## src/design/assert_macros.svh

```systemverilog
// Assertion helpers used by the top-level design file
`ifndef ASSERT_MACROS_SVH
`define ASSERT_MACROS_SVH

// Check a property on every rising edge, masked while reset is high
`define JFS_ASSERT(lbl, clk_s, rst_s, prop) \
  lbl: assert property (@(posedge clk_s) disable iff (rst_s) (prop)) \
    else $error("jfs assertion failed");

// Check a property on every rising edge, reset included
`define JFS_ASSERT_ALWAYS(lbl, clk_s, prop) \
  lbl: assert property (@(posedge clk_s) (prop)) \
    else $error("jfs assertion failed");

`endif

```

## src/design/jfs_pkg.sv

```systemverilog
`timescale 1ns / 1ps
package jfs_pkg;

  // Scan phases
  typedef enum logic [3:0] {
    PH_START0,
    PH_START1,
    PH_HUNT,
    PH_MARKER,
    PH_LEN_HI,
    PH_LEN_LO,
    PH_SKIP,
    PH_HEADER,
    PH_DONE
  } phase_t;

  // Marker bytes
  localparam logic [7:0] BYTE_FF   = 8'hFF;
  localparam logic [7:0] CODE_SOI  = 8'hD8;
  localparam logic [7:0] CODE_SOF0 = 8'hC0;
  localparam logic [7:0] CODE_SOF2 = 8'hC2;
  localparam logic [7:0] CODE_EOI  = 8'hD9;

  // Byte offsets inside a frame header, counted from the FF
  localparam logic [15:0] OFS_FIRST = 16'd2;
  localparam logic [15:0] OFS_H_HI  = 16'd5;
  localparam logic [15:0] OFS_H_LO  = 16'd6;
  localparam logic [15:0] OFS_W_HI  = 16'd7;
  localparam logic [15:0] OFS_W_LO  = 16'd8;
  localparam logic [15:0] OFS_LAST  = 16'd9;

  // Shortest segment length that leaves bytes to skip
  localparam logic [15:0] SEG_MIN_SKIP = 16'd3;
  localparam logic [15:0] SEG_LEN_BYTES = 16'd2;

  // One scan result
  typedef struct packed {
    logic        found;
    logic [15:0] frame_width;
    logic [15:0] frame_height;
  } res_t;

endpackage

```

## src/design/jfs_in_if.sv

```systemverilog
`timescale 1ns / 1ps
interface jfs_in_if;
  logic       valid;
  logic       ready;
  logic [7:0] data_byte;
  logic       end_of_file;

  modport source (output valid, output data_byte, output end_of_file, input ready);
  modport sink (input valid, input data_byte, input end_of_file, output ready);
endinterface

```

## src/design/jfs_out_if.sv

```systemverilog
`timescale 1ns / 1ps
interface jfs_out_if;
  logic        valid;
  logic        ready;
  logic        found;
  logic [15:0] frame_width;
  logic [15:0] frame_height;

  modport source (output valid, output found, output frame_width, output frame_height,
                  input ready);
  modport sink (input valid, input found, input frame_width, input frame_height,
                output ready);
endinterface

```

## src/design/jfs_scan_core.sv

```systemverilog
`timescale 1ns / 1ps
module jfs_scan_core
  import jfs_pkg::*;
(
  input  logic       clk,
  input  logic       rst,
  jfs_in_if.sink     bytes,
  input  logic       out_ready,
  output logic       res_load,
  output res_t       res
);

  phase_t      phase, phase_next;
  logic [15:0] count, count_next;
  logic [7:0]  length_high, length_high_next;
  logic [15:0] held_height, held_height_next;
  logic [15:0] held_width, held_width_next;
  logic        found_flag, found_flag_next;
  logic        accept;
  logic [15:0] seg;
  logic [15:0] count_dec;
  logic [7:0]  b;

  assign bytes.ready = out_ready;
  assign accept      = bytes.valid && bytes.ready;
  assign b           = bytes.data_byte;
  assign seg         = {length_high, b};
  assign count_dec   = (count != 16'd0) ? count - 16'd1 : 16'd0;

  // Next scan phase
  always_comb begin
    phase_next = phase;
    case (phase)
      PH_START0: phase_next = (b == BYTE_FF) ? PH_START1 : PH_DONE;
      PH_START1: phase_next = (b == CODE_SOI) ? PH_HUNT : PH_DONE;
      PH_HUNT: begin
        if (b == BYTE_FF) phase_next = PH_MARKER;
      end
      PH_MARKER: begin
        if (b == CODE_SOF0 || b == CODE_SOF2) phase_next = PH_HEADER;
        else if (b == CODE_EOI)               phase_next = PH_DONE;
        else                                  phase_next = PH_LEN_HI;
      end
      PH_LEN_HI: phase_next = PH_LEN_LO;
      PH_LEN_LO: phase_next = (seg >= SEG_MIN_SKIP) ? PH_SKIP : PH_HUNT;
      PH_SKIP: begin
        if (count_dec == 16'd0) phase_next = PH_HUNT;
      end
      PH_HEADER: begin
        if (count == OFS_LAST) phase_next = PH_DONE;
      end
      PH_DONE: phase_next = PH_DONE;
      default: phase_next = PH_DONE;
    endcase
    // Start over after the last byte of a file
    if (bytes.end_of_file) phase_next = PH_START0;
  end

  // Counter, length and captured frame size
  always_comb begin
    count_next       = count;
    length_high_next = length_high;
    held_height_next = held_height;
    held_width_next  = held_width;
    found_flag_next  = found_flag;
    case (phase)
      PH_MARKER: begin
        if (b == CODE_SOF0 || b == CODE_SOF2) count_next = OFS_FIRST;
      end
      PH_LEN_HI: length_high_next = b;
      PH_LEN_LO: begin
        if (seg >= SEG_MIN_SKIP) count_next = seg - SEG_LEN_BYTES;
      end
      PH_SKIP: count_next = count_dec;
      PH_HEADER: begin
        case (count)
          OFS_H_HI: held_height_next = {b, 8'h00};
          OFS_H_LO: held_height_next = {held_height[15:8], b};
          OFS_W_HI: held_width_next  = {b, 8'h00};
          OFS_W_LO: held_width_next  = {held_width[15:8], b};
          OFS_LAST: found_flag_next  = 1'b1;
          default:  ;
        endcase
        count_next = count + 16'd1;
      end
      default: ;
    endcase
  end

  // Result for the last byte of a file
  always_comb begin
    res_load = accept && bytes.end_of_file;
    if (found_flag_next) begin
      res.found        = 1'b1;
      res.frame_width  = held_width_next;
      res.frame_height = held_height_next;
    end else begin
      res.found        = 1'b0;
      res.frame_width  = 16'd0;
      res.frame_height = 16'd0;
    end
  end

  // Advance state on each accepted byte; clear it after the last one
  always_ff @(posedge clk) begin
    if (rst || (accept && bytes.end_of_file)) begin
      phase       <= PH_START0;
      count       <= 16'd0;
      length_high <= 8'd0;
      held_height <= 16'd0;
      held_width  <= 16'd0;
      found_flag  <= 1'b0;
    end else if (accept) begin
      phase       <= phase_next;
      count       <= count_next;
      length_high <= length_high_next;
      held_height <= held_height_next;
      held_width  <= held_width_next;
      found_flag  <= found_flag_next;
    end
  end

endmodule

```

## src/design/jfs_out_stage.sv

```systemverilog
`timescale 1ns / 1ps
module jfs_out_stage
  import jfs_pkg::*;
(
  input  logic       clk,
  input  logic       rst,
  input  logic       res_load,
  input  res_t       res,
  output logic       out_ready,
  jfs_out_if.source  results
);

  logic valid;
  res_t data;

  // Take a new result when empty or when the held one leaves this cycle
  assign out_ready = !valid || results.ready;

  assign results.valid        = valid;
  assign results.found        = data.found;
  assign results.frame_width  = data.frame_width;
  assign results.frame_height = data.frame_height;

  // Hold the result until its transaction completes
  always_ff @(posedge clk) begin
    if (rst) begin
      valid <= 1'b0;
    end else if (res_load) begin
      valid <= 1'b1;
    end else if (results.ready) begin
      valid <= 1'b0;
    end
  end

  // Payload register
  always_ff @(posedge clk) begin
    if (res_load) data <= res;
  end

endmodule

```

## src/design/jpeg_frame_size_scanner_top.sv

```systemverilog
// JPEG frame size scanner: one file byte per transaction, one result per file.
// Throughput: one byte per cycle, set by the registered scan state update.
// Latency: the result is valid the cycle after the last byte is accepted.
// A held result stalls input only while the result port is not ready.
// Reset (synchronous, active high) returns to the start of a new file.
`timescale 1ns / 1ps
`include "assert_macros.svh"
module jpeg_frame_size_scanner_top
  import jfs_pkg::*;
(
  input  logic      clk,
  input  logic      rst,
  jfs_in_if.sink    bytes,
  jfs_out_if.source results
);

  logic res_load;
  res_t res;
  logic out_ready;

  // Scan state and result decode
  jfs_scan_core u_core (
    .clk       (clk),
    .rst       (rst),
    .bytes     (bytes),
    .out_ready (out_ready),
    .res_load  (res_load),
    .res       (res)
  );

  // Result register
  jfs_out_stage u_out (
    .clk       (clk),
    .rst       (rst),
    .res_load  (res_load),
    .res       (res),
    .out_ready (out_ready),
    .results   (results)
  );

  // A not-found result carries zero size
  `JFS_ASSERT(a_zero_when_absent, clk, rst,
    results.valid && !results.found |-> results.frame_width == 16'd0 &&
    results.frame_height == 16'd0)
  // The last byte of a file yields a result on the next cycle
  `JFS_ASSERT(a_result_follows_eof, clk, rst,
    bytes.valid && bytes.ready && bytes.end_of_file |=> results.valid)
  // A stalled result blocks new bytes
  `JFS_ASSERT(a_stall_blocks_input, clk, rst,
    results.valid && !results.ready |-> !bytes.ready)

endmodule
```

## src/flat_wrapper.sv

```systemverilog
// flat-port wrapper written by rule: the top's interface ports become plain ports
module jpeg_frame_size_scanner_top_flat import jfs_pkg::*;
  (clk, rst, bytes_valid, bytes_data_byte, bytes_end_of_file, bytes_ready, results_valid, results_found, results_frame_width, results_frame_height, results_ready);
  jfs_in_if bytes_i ();
  jfs_out_if results_i ();
  input  logic clk;
  input  logic rst;
  input wire logic [$bits(bytes_i.valid)-1:0] bytes_valid;
  input wire logic [$bits(bytes_i.data_byte)-1:0] bytes_data_byte;
  input wire logic [$bits(bytes_i.end_of_file)-1:0] bytes_end_of_file;
  output wire logic [$bits(bytes_i.ready)-1:0] bytes_ready;
  output wire logic [$bits(results_i.valid)-1:0] results_valid;
  output wire logic [$bits(results_i.found)-1:0] results_found;
  output wire logic [$bits(results_i.frame_width)-1:0] results_frame_width;
  output wire logic [$bits(results_i.frame_height)-1:0] results_frame_height;
  input wire logic [$bits(results_i.ready)-1:0] results_ready;
  assign bytes_i.valid = bytes_valid;
  assign bytes_i.data_byte = bytes_data_byte;
  assign bytes_i.end_of_file = bytes_end_of_file;
  assign bytes_ready = bytes_i.ready;
  assign results_valid = results_i.valid;
  assign results_found = results_i.found;
  assign results_frame_width = results_i.frame_width;
  assign results_frame_height = results_i.frame_height;
  assign results_i.ready = results_ready;
  jpeg_frame_size_scanner_top u_core (.clk(clk), .rst(rst), .bytes(bytes_i), .results(results_i));
endmodule
```

## config.mk

```make
export PLATFORM = sky130hd
export DESIGN_NAME = jpeg_frame_size_scanner_top_flat
export DESIGN_NICKNAME = d
export VERILOG_FILES = /design/src/design/jfs_pkg.sv /design/src/design/jfs_in_if.sv /design/src/design/jfs_out_if.sv /design/src/design/jfs_scan_core.sv /design/src/design/jfs_out_stage.sv /design/src/design/jpeg_frame_size_scanner_top.sv /design/src/flat_wrapper.sv
export VERILOG_INCLUDE_DIRS = /design/src /design/src/design
export SDC_FILE = /design/constraint.sdc
export NUM_CORES = 1
export LEC_CHECK = 0
export BUFFER_PORTS_ARGS = -buffer_cell sky130_fd_sc_hd__buf_2
export CAP_MARGIN = 40
export CORE_ASPECT_RATIO = 1.2
export CORE_MARGIN = 10
export CORE_UTILIZATION = 38
export DETAILED_ROUTE_END_ITERATION = 12
export RECOVER_POWER = 50
export SYNTH_ARGS = -nofsm -noshare
export SYNTH_HDL_FRONTEND = slang
export SYNTH_SLANG_ARGS = --single-unit
```

## constraint.sdc

```tcl
create_clock -name clk -period 2.5 [get_ports clk]
set_input_delay 0.125 -clock clk [delete_from_list [all_inputs] [get_ports clk]]
set_output_delay 0.125 -clock clk [all_outputs]
set_load 0.01 [all_outputs]
```

Word-level counts from Yosys, hierarchy flattened
Cells that the tools add are included.

cells by class
  $add $sub $neg = 3
  magnitude comparators = 1
  eq/ne operators = 22
  multiplexer cells = 23
  reductions and logical operators = 14

operators by type and width
  kind                   count
  $mux 16                5
  $pmux 16 s2            2
  $pmux 16 s4            1
  $eq 16x3->1 const B    3
  $eq 8x8->1 const B     5
  $mux 33                1
  $eq 16x4->1 const B    2
  $mux 4                 8
  $pmux 4 s8             1
  $add 16x1->16 const B  1
  $eq 4x3->1 const B     4
  $ge 16x2->1 const B    1
  $logic_not 16->1       1
  $reduce_bool 16->1     1
  $sub 16x1->16 const B  1
  $sub 16x2->16 const B  1
  $ne 3x3->1 const B     3
  $eq 4x2->1 const B     2
  $reduce_and 4->1       2
  $eq 4x1->1 const B     1
  $logic_not 4->1        1
  $mux 1                 4
  $ne 2x2->1 const B     2
  $reduce_bool 4->1      1
  other kinds (6)        9

storage, ports and cells
  register bits = 95
  input port bits = 13
  output and inout bits = 35
  word-level logic and storage cells = 73

Depth between registers and ports, before layout
Gate-level depths: netlist of run 1.

  word-level depth = 6
  gate-level depth with buffers = 10
  mapped depth without buffers = 8

Hierarchy
A second synthesis of run 1 with hierarchy kept.

unflattened totals
  cells, all modules = 680
  area total of the unflattened synthesis = 5450.2 sq um

by module, submodules not included
  module         times used  cells an instance  area an instance (sq um)  sequential area each (sq um)
  jfs_scan_core  1           643                4413.0                    1221.2
  jfs_out_stage  1           37                 1037.2                    1011.0

Worst setup path after synthesis of run 1
OpenSTA, ideal clock, no wires.

  path kind = flip-flop to flip-flop
  start = register u_core.u_out.valid (netlist: u_core.u_out.results.valid)
  end = register u_core.u_core.held_height[3]
  setup time = 0.117 ns
  arrival = 2.322 ns
  required time = 2.383 ns
  slack = 0.062 ns
  stages on the path, launching flop included = 10
  buffers on the path = 2
  clock period less this slack = 2.438 ns
  cell sequence = dfxtp_1 > nand2b_1 > and2_1 > clkbuf_1 > nand2_1 > inv_1 > nor2_1 > and3_1 > buf_4 > a22o_1

on the way
  cells in the longest elaborated chain, start to end = 5

ends and longest elaborated chain
  item                      RTL line                           text
  start: declaration        jfs_out_stage.sv:13                logic valid;
  start signal: assignment  jfs_out_stage.sv:27                valid <= 1'b0;
  start signal: assignment  jfs_out_stage.sv:29                valid <= 1'b1;
  start signal: assignment  jfs_out_stage.sv:31                valid <= 1'b0;
  $logic_not 1->1           jfs_out_stage.sv:17                assign out_ready = !valid || results.ready;
  $logic_or 1x1->1          jfs_out_stage.sv:17
  net bytes_ready           flat_wrapper.sv:11                 output wire logic [$bits(bytes_i.ready)-1:0] bytes_ready;
  $logic_and 1x1->1         jfs_scan_core.sv:25                assign accept = bytes.valid && bytes.ready;
  $logic_and 1x1->1         n/a
  net u_core.res_load       jpeg_frame_size_scanner_top.sv:17  logic res_load;
  $logic_or 1x1->1          jfs_scan_core.sv:106               if (rst || (accept && bytes.end_of_file)) begin
  end signal: assignment    jfs_scan_core.sv:117               held_height <= held_height_next;
  end: declaration          jfs_scan_core.sv:16                logic [15:0] held_height, held_height_next;

The timed path passes the listed nets, and every way through them passes these cells.
A chain may end at the register's enable or synchronous reset.

Worst setup path after layout of run 1
  start = register u_core.u_core.count[1]
  end = register u_core.u_core.count[7]

on the way
  cells in the longest elaborated chain, start to end = 3
  elaborated cells between the ends (all ways) = 5
  classes of those cells = 2 x add/sub; 2 x mux; 1 x reduce/logical

ends and longest elaborated chain
  item                                                 RTL line              text
  start: declaration                                   jfs_scan_core.sv:14   logic [15:0] count, count_next;
  start signal: assignment                             jfs_scan_core.sv:115  count <= count_next;
  $sub 16x1->16 or $reduce_bool 16->1 (tied branches)  jfs_scan_core.sv:28   assign count_dec = (count != 16'd0) ? count - 16'd1 : 16'd0;
  $mux 16                                              jfs_scan_core.sv:28
  $pmux 16 s4 (*)                                      jfs_scan_core.sv:66   case (phase)

Mark *: on every way between the ends. The rest lies on a longest branch, timed or not.

==> results.yml, run 1 <==
die:
  core-area_um2: 13820
  design.die.area_um2: 19320
  die-height_um: 150.3
  fp.dieW_um: 128.6
  boundaryPins: 48
  initial_core_util_pct: 38.89
  rows: 47
worst_setup_path:
  critical_path_s_slowest_cell: "a21oi_1"
  crit_chain: "inv_1 > ha_1 > and3_1 > a21oi_1 > a221o_1 > a22oi_1 > o21ai_0"
  start_kind: "flip-flop"
  critical_path.reg2reg.startpoint: "u_core.u_core.count[1]"
  cp.required_ps: 2780
  crit_start: "u_core.u_core.count[1]"
  largest_stage_delay_on_the_critical_path_ps: 720
  critical_path_peak_fanout: 9
  cp_capture_type: "flip-flop"
  worstSetupPathType: "reg -> reg"
  critical_path_at_ps: 2700
yosys:
  post_synth_inst_count: 606
  synth_ff_type: "dfxtp_1"
  area_share_of_the_largest_cell_type_after_synthesis_pct: 23.10
  most_frequent_cell_after_synthesis: "nor2_1"
  synth-seq-cells: 95
  ys.warnings.count: 0
  synth_top_cells_by_count: "nor2_1 (86), dfxtp_1 (62), nand2_1 (45), a22oi_1 (36), edfxtp_1 (33)"
  syn_nets: 625
  synth_edf_count: 33
  cell_types_with_the_largest_area_share_after_synthesis: "dfxtp_1 (23%), edfxtp_1 (18%), nor2_1 (6.0%), a22oi_1 (5.0%), mux2i_1 (3.2%)"
  synth_async_sr_flop_share_pct: 0
  seq_area_frac_synth_pct: 41.54
  synth.cell_area_um2: 5374
  synthesis.area_per_instance_um2: 8.868
  post-synth-top-area-cell: "dfxtp_1"
  synth_cell_types: 72
clock_tree:
  cts_tree: "yes"
  cts.root.buffer_cell: "clkbuf_16"
  cts-root-to-sink-buffers: 2
  post_cts.repair.setup_buffers: 0
  clk-insertion-delay-late_ps: 350
  cts.sinks: 95
  cts_made_buffers: 9
  h-tree-depth: 3
  clkSlewWorstSetupHoldPaths_ps: 70
timing:
  period_share_pct: 96.67
  max_freq_ghz: 0.4138
  final_count_of_pins_violating_max_slew: 0
  hold_slack_ps: 103.0
  grt_setup_unrepaired: "no"
  final_layout_setup_total_negative_slack_ps: 0
  setup-violations-final: 0
  final.setup_skew_ps: 9.974
  worst_pin_slew_ps: 883.9
  period_needed_ps: 2417
  worst_slew_margin_rel_pct: 41.08
  hold_violations: 0
routing:
  drtPass1Iterations: 5
  first_iter_violations: 485
  num_vias: 4894
  route.final.wire_length_mm: 16.14
  detail_route.drc_violations: 0
  route.antenna.remaining_nets: 0
  route.detailed.vias_per_inst: 5.861
  drt-wirelength-per-cell_um: 19.32
job:
  drv_cap: 0
global_route:
  globalRouteOverflowTotal: 0
  first_pass_grt_wire_length_mm: 25.96
  antenna_found_initial: 0
  grt_pass1_vias: 4769
  grt.total_usage_pct: 16.89
  maximum_number_of_pins_on_one_net_before_global_route_repair: 36
pwr:
  pwr-share-comb_pct: 5.6
  pwr-share-seq_pct: 50.8
  power.static_leakage_nw: 2.110
  power.share.switching_pct: 23.43
  share_clk_of_total_power_pct: 43.6
  power_dens_cells_nw_per_um2: 515.4
  power_switching_w: 0.0007474
  internal-power_w: 0.002442
  power.ir.vdd_worst_mv: 0.4195
final_layout:
  syn_to_final_growth_pct: 15.18
  final_layout_size_suffix_gt1_share_pct: 14.61
  fin_nets: 678
  antenna_cells: 0
placement:
  gp_congestion: 0.9765
  place_hpwl_mm: 11.86
  portBuffers: 47
status:
  result_of_the_run: "complete, no violations"
worst_hold_path:
  worst_hold_path_type: "in -> reg"
  hold_path.startpoint: "bytes_end_of_file"
## layout by cell type, fill, tap and decap left out, types with 17 or more instances in the layout
master    synthesis  final
a22oi_1          36     36
nand3_1          24     24
edfxtp_1         33     33
nor2_1           86     86
nand2_1          45     45
a22o_1           17     17
a21oi_1          30     29
dfxtp_1          62     62
clkbuf_1         29     37
buf_4             6     43
mux2i_1          17     17
## logic make-up after synthesis
| logic type | share of synthesized area (%) |
|---|---|
| flip-flops | 41.54 |
| adder cells (fa/ha/maj) | 1.397 |
| AO/OA/AOI/OAI | 22.10 |
| buffers and inverters | 5.797 |
| multiplexers | 3.166 |
| XOR/XNOR | 3.586 |
| AND/OR/NAND/NOR | 22.42 |
## metrics by stage
stage | utilization (%) | setup slack [ps] | instance area, um^2 | total power (W) | instances
4_1_cts | 45.11 | 164.4 | 6233 | 0.003222 | 835
3_5_place_dp | 42.92 | 187.5 | 5932 | 0.001839 | 818
2_1_floorplan | - | 61.64 | 5374 | 0.001752 | 606
3_3_place_gp | 42.92 | 170.6 | 5932 | 0.001837 | 818
5_1_grt | 44.79 | 5.282 | 6190 | 0.003302 | 835
6_report | 44.79 | 83.37 | 6190 | 0.003190 | 835
## final timing paths
kind,to,slack [ps],cells after the start
max,u_core.u_core.count[7],80,7
min,u_core.u_out.results.valid,100,3
max reg2reg,u_core.u_core.count[7],80,7
min reg2reg,u_core.u_core.held_width[8],450,2
## cell type report
cell class	instances	area [um^2]
fill	1311	7630
multi-input combinational	444	2843
sequential	95	2232
timing repair buffer	93	549.3
clock buffer	11	232.7
tap	171	214.0
inverter	16	60.06
clock inverter	5	58.81
## repair_timing
action / CTS / global route
endpoints found under the setup margin: 0 / 2
endpoints found under the hold margin: 1 / 0
hold buffers: 1 / 0
gates resized for setup: 0 / 1
## power by group through the flow
stage	clock network [W]	logic, W	registers, W
CTS	0.00142	0.000187	0.00162
global route	0.00148	0.000195	0.00162
floorplan	0	0.0000899	0.00166
global placement	0	0.000183	0.00165
finish	0.00139	0.000179	0.00162
detailed placement	0	0.000185	0.00165
## per-layer routing
metal | vias up | track usage (%) | wire [um]
met3 | 33 | 3.447 | 920
met5 | - | 0 | 0
li1 | 2360 | - | -
met4 | 0 | 8.082 | 592
met1 | 2340 | 19.49 | 6603
met2 | 161 | 29.15 | 8021
## sequential cells by signal (all words and copies together) (netlist names)
signal / count
u_core.u_core.phase: 4
u_core.u_out.results.frame_height: 16
u_core.u_core.count: 16
u_core.u_core.length_high: 8
u_core.u_core.found_flag: 1
u_core.u_core.held_height: 16
u_core.u_out.results.frame_width: 16
u_core.u_out.results.valid: 1
u_core.u_out.results.found: 1
u_core.u_core.held_width: 16
## worst max-delay path, delay by kind of cell (launching register included)
family                     cells  cell delay [ps]
AOI/OAI and AO/OA              4             1220
DFF                            1              530
adders and majority gates      1              220
and+or+nand+nor                1              210
buffers and inverters          1              160
Power figures use the tool's default switching activity.
==> inputs of run 2 (changes only) <==
- MAX_ROUTING_LAYER: unset -> met4
==> results.yml, run 2 (same netlist as run 1, synthesis figures left out) <==
placement:
  place_hpwl_mm: 11.91
  gp_congestion: 0.9650
  pre_cts_slack_ps: 86.20
  portBuffers: 47
final_layout:
  final_layout_size_suffix_gt1_share_pct: 14.35
  mostFrequentLayoutCells: "nor2_1 (86), dfxtp_1 (62), nand2_1 (45)"
  most_common_cell_after_layout_fill_and_taps_aside: "nor2_1"
  fin_nets: 676
  syn_to_final_growth_pct: 15.09
die:
  initial_core_util_pct: 38.89
  core-area_um2: 13820
  boundaryPins: 48
  die-height_um: 150.3
  rows: 47
  design.die.area_um2: 19320
  fp.dieW_um: 128.6
timing:
  worst_pin_slew_ps: 756.9
  grt_setup_unrepaired: "no"
  final.setup_skew_ps: 9.768
  max_freq_ghz: 0.4309
  period_needed_ps: 2321
  final_layout_setup_total_negative_slack_ps: 0
  final_count_of_pins_violating_max_slew: 0
  period_share_pct: 92.83
  timing.final.ws_setup_ps: 179.2
  setup-violations-final: 0
  hold_violations: 0
  worst_slew_margin_rel_pct: 49.54
  hold_slack_ps: 9.208
worst_setup_path:
  critical_path_at_ps: 2560
  worstSetupPathType: "reg -> reg"
  critical_path.reg2reg.startpoint: "u_core.u_core.count[1]"
  cp_capture_type: "flip-flop"
  crit_start: "u_core.u_core.count[1]"
  start_kind: "flip-flop"
  critical_path_peak_fanout: 9
  cp.required_ps: 2740
  critical_path_s_slowest_cell: "or3b_2"
  largest_stage_delay_on_the_critical_path_ps: 530
  crit_chain: "inv_1 > ha_1 > or3b_2 > nor2_1 > o21ai_0 > a32o_1 > a221oi_1 > o21ai_1"
clock_tree:
  ctsResizeCount: 0
  clk-insertion-delay-late_ps: 350
  cts_made_buffers: 9
  h-tree-depth: 3
  cts.root.buffer_cell: "clkbuf_16"
  cts_tree: "yes"
  cts-root-to-sink-buffers: 2
  post_cts.repair.setup_buffers: 0
  cts.sinks: 95
  holdBufCountCts: 0
  clkSlewWorstSetupHoldPaths_ps: 70
pwr:
  power.ir.vdd_worst_mv: 0.4983
  power_dens_cells_nw_per_um2: 530.4
  power.static_leakage_nw: 2.117
routing:
  drtPass1Iterations: 5
  route.antenna.remaining_nets: 0
  route.detailed.vias_per_inst: 5.882
  drt-wirelength-per-cell_um: 19.63
  num_vias: 4906
  route.final.wire_length_mm: 16.37
  detail_route.drc_violations: 0
  first_iter_violations: 490
worst_hold_path:
  hold_path.startpoint: "rst"
  worst_hold_path_type: "in -> reg"
job:
  drv_cap: 0
global_route:
  grt.total_usage_pct: 17.31
  globalRouteOverflowTotal: 0
  grt_pass1_vias: 4771
  maximum_number_of_pins_on_one_net_before_global_route_repair: 35
  first_pass_grt_wire_length_mm: 26.17
  antenna_found_initial: 1
status:
  result_of_the_run: "complete, no violations"
run 2: worst paths after layout:
check / to / slack [ps] / cells past startpoint
min: u_core.u_out.results.valid / 9 / 2
min reg2reg: u_core.u_core.held_width[12] / 450 / 2
max: u_core.u_core.count[14] / 180 / 8
max reg2reg: u_core.u_core.count[14] / 180 / 8
run 2: final cells by class:
cell class	instances	area (um^2)
diodes	1	2.502
clock buffers	11	254.0
clock inverters	5	63.81
fillers	1376	7635
inverters	16	60.06
multi-input cells	444	2843
flip-flops and latches	95	2232
well taps	171	214.0
repair buffers	91	515.5
run 2: where the power goes:
group          internal (W)  total, W  switching (W)
logic             0.0000488  0.000179       0.000131
clock network      0.000847   0.00148       0.000635
registers           0.00161   0.00162     0.00000827
run 2: critical path: cells and delay by family, from the launching register on:
family | cells | cell delay (ps)
flip-flops | 1 | 410
adder cells (fa/ha/maj) | 1 | 280
AND/OR/NAND/NOR | 2 | 640
buffers and inverters | 1 | 160
AO/OA/AOI/OAI | 4 | 720
run 2: stage by stage:
step	instances	power, W	utilization, %	area (um^2)
after floorplan	606	0.001752	-	5374
after global placement	817	0.001838	42.78	5912
after detailed placement	817	0.001840	42.78	5912
after CTS	833	0.003312	45.08	6230
after global routing	834	0.003381	44.75	6185
final	834	0.003281	44.75	6185
run 2: routing by layer:
| metal | up-vias | routed length [um] | global-route usage [%] |
|---|---|---|---|
| met4 | 0 | 499 | 6.856 |
| met3 | 38 | 908 | 3.342 |
| li1 | 2355 | - | - |
| met2 | 177 | 7954 | 28.79 |
| met5 | - | 0 | - |
| met1 | 2336 | 7012 | 20.14 |
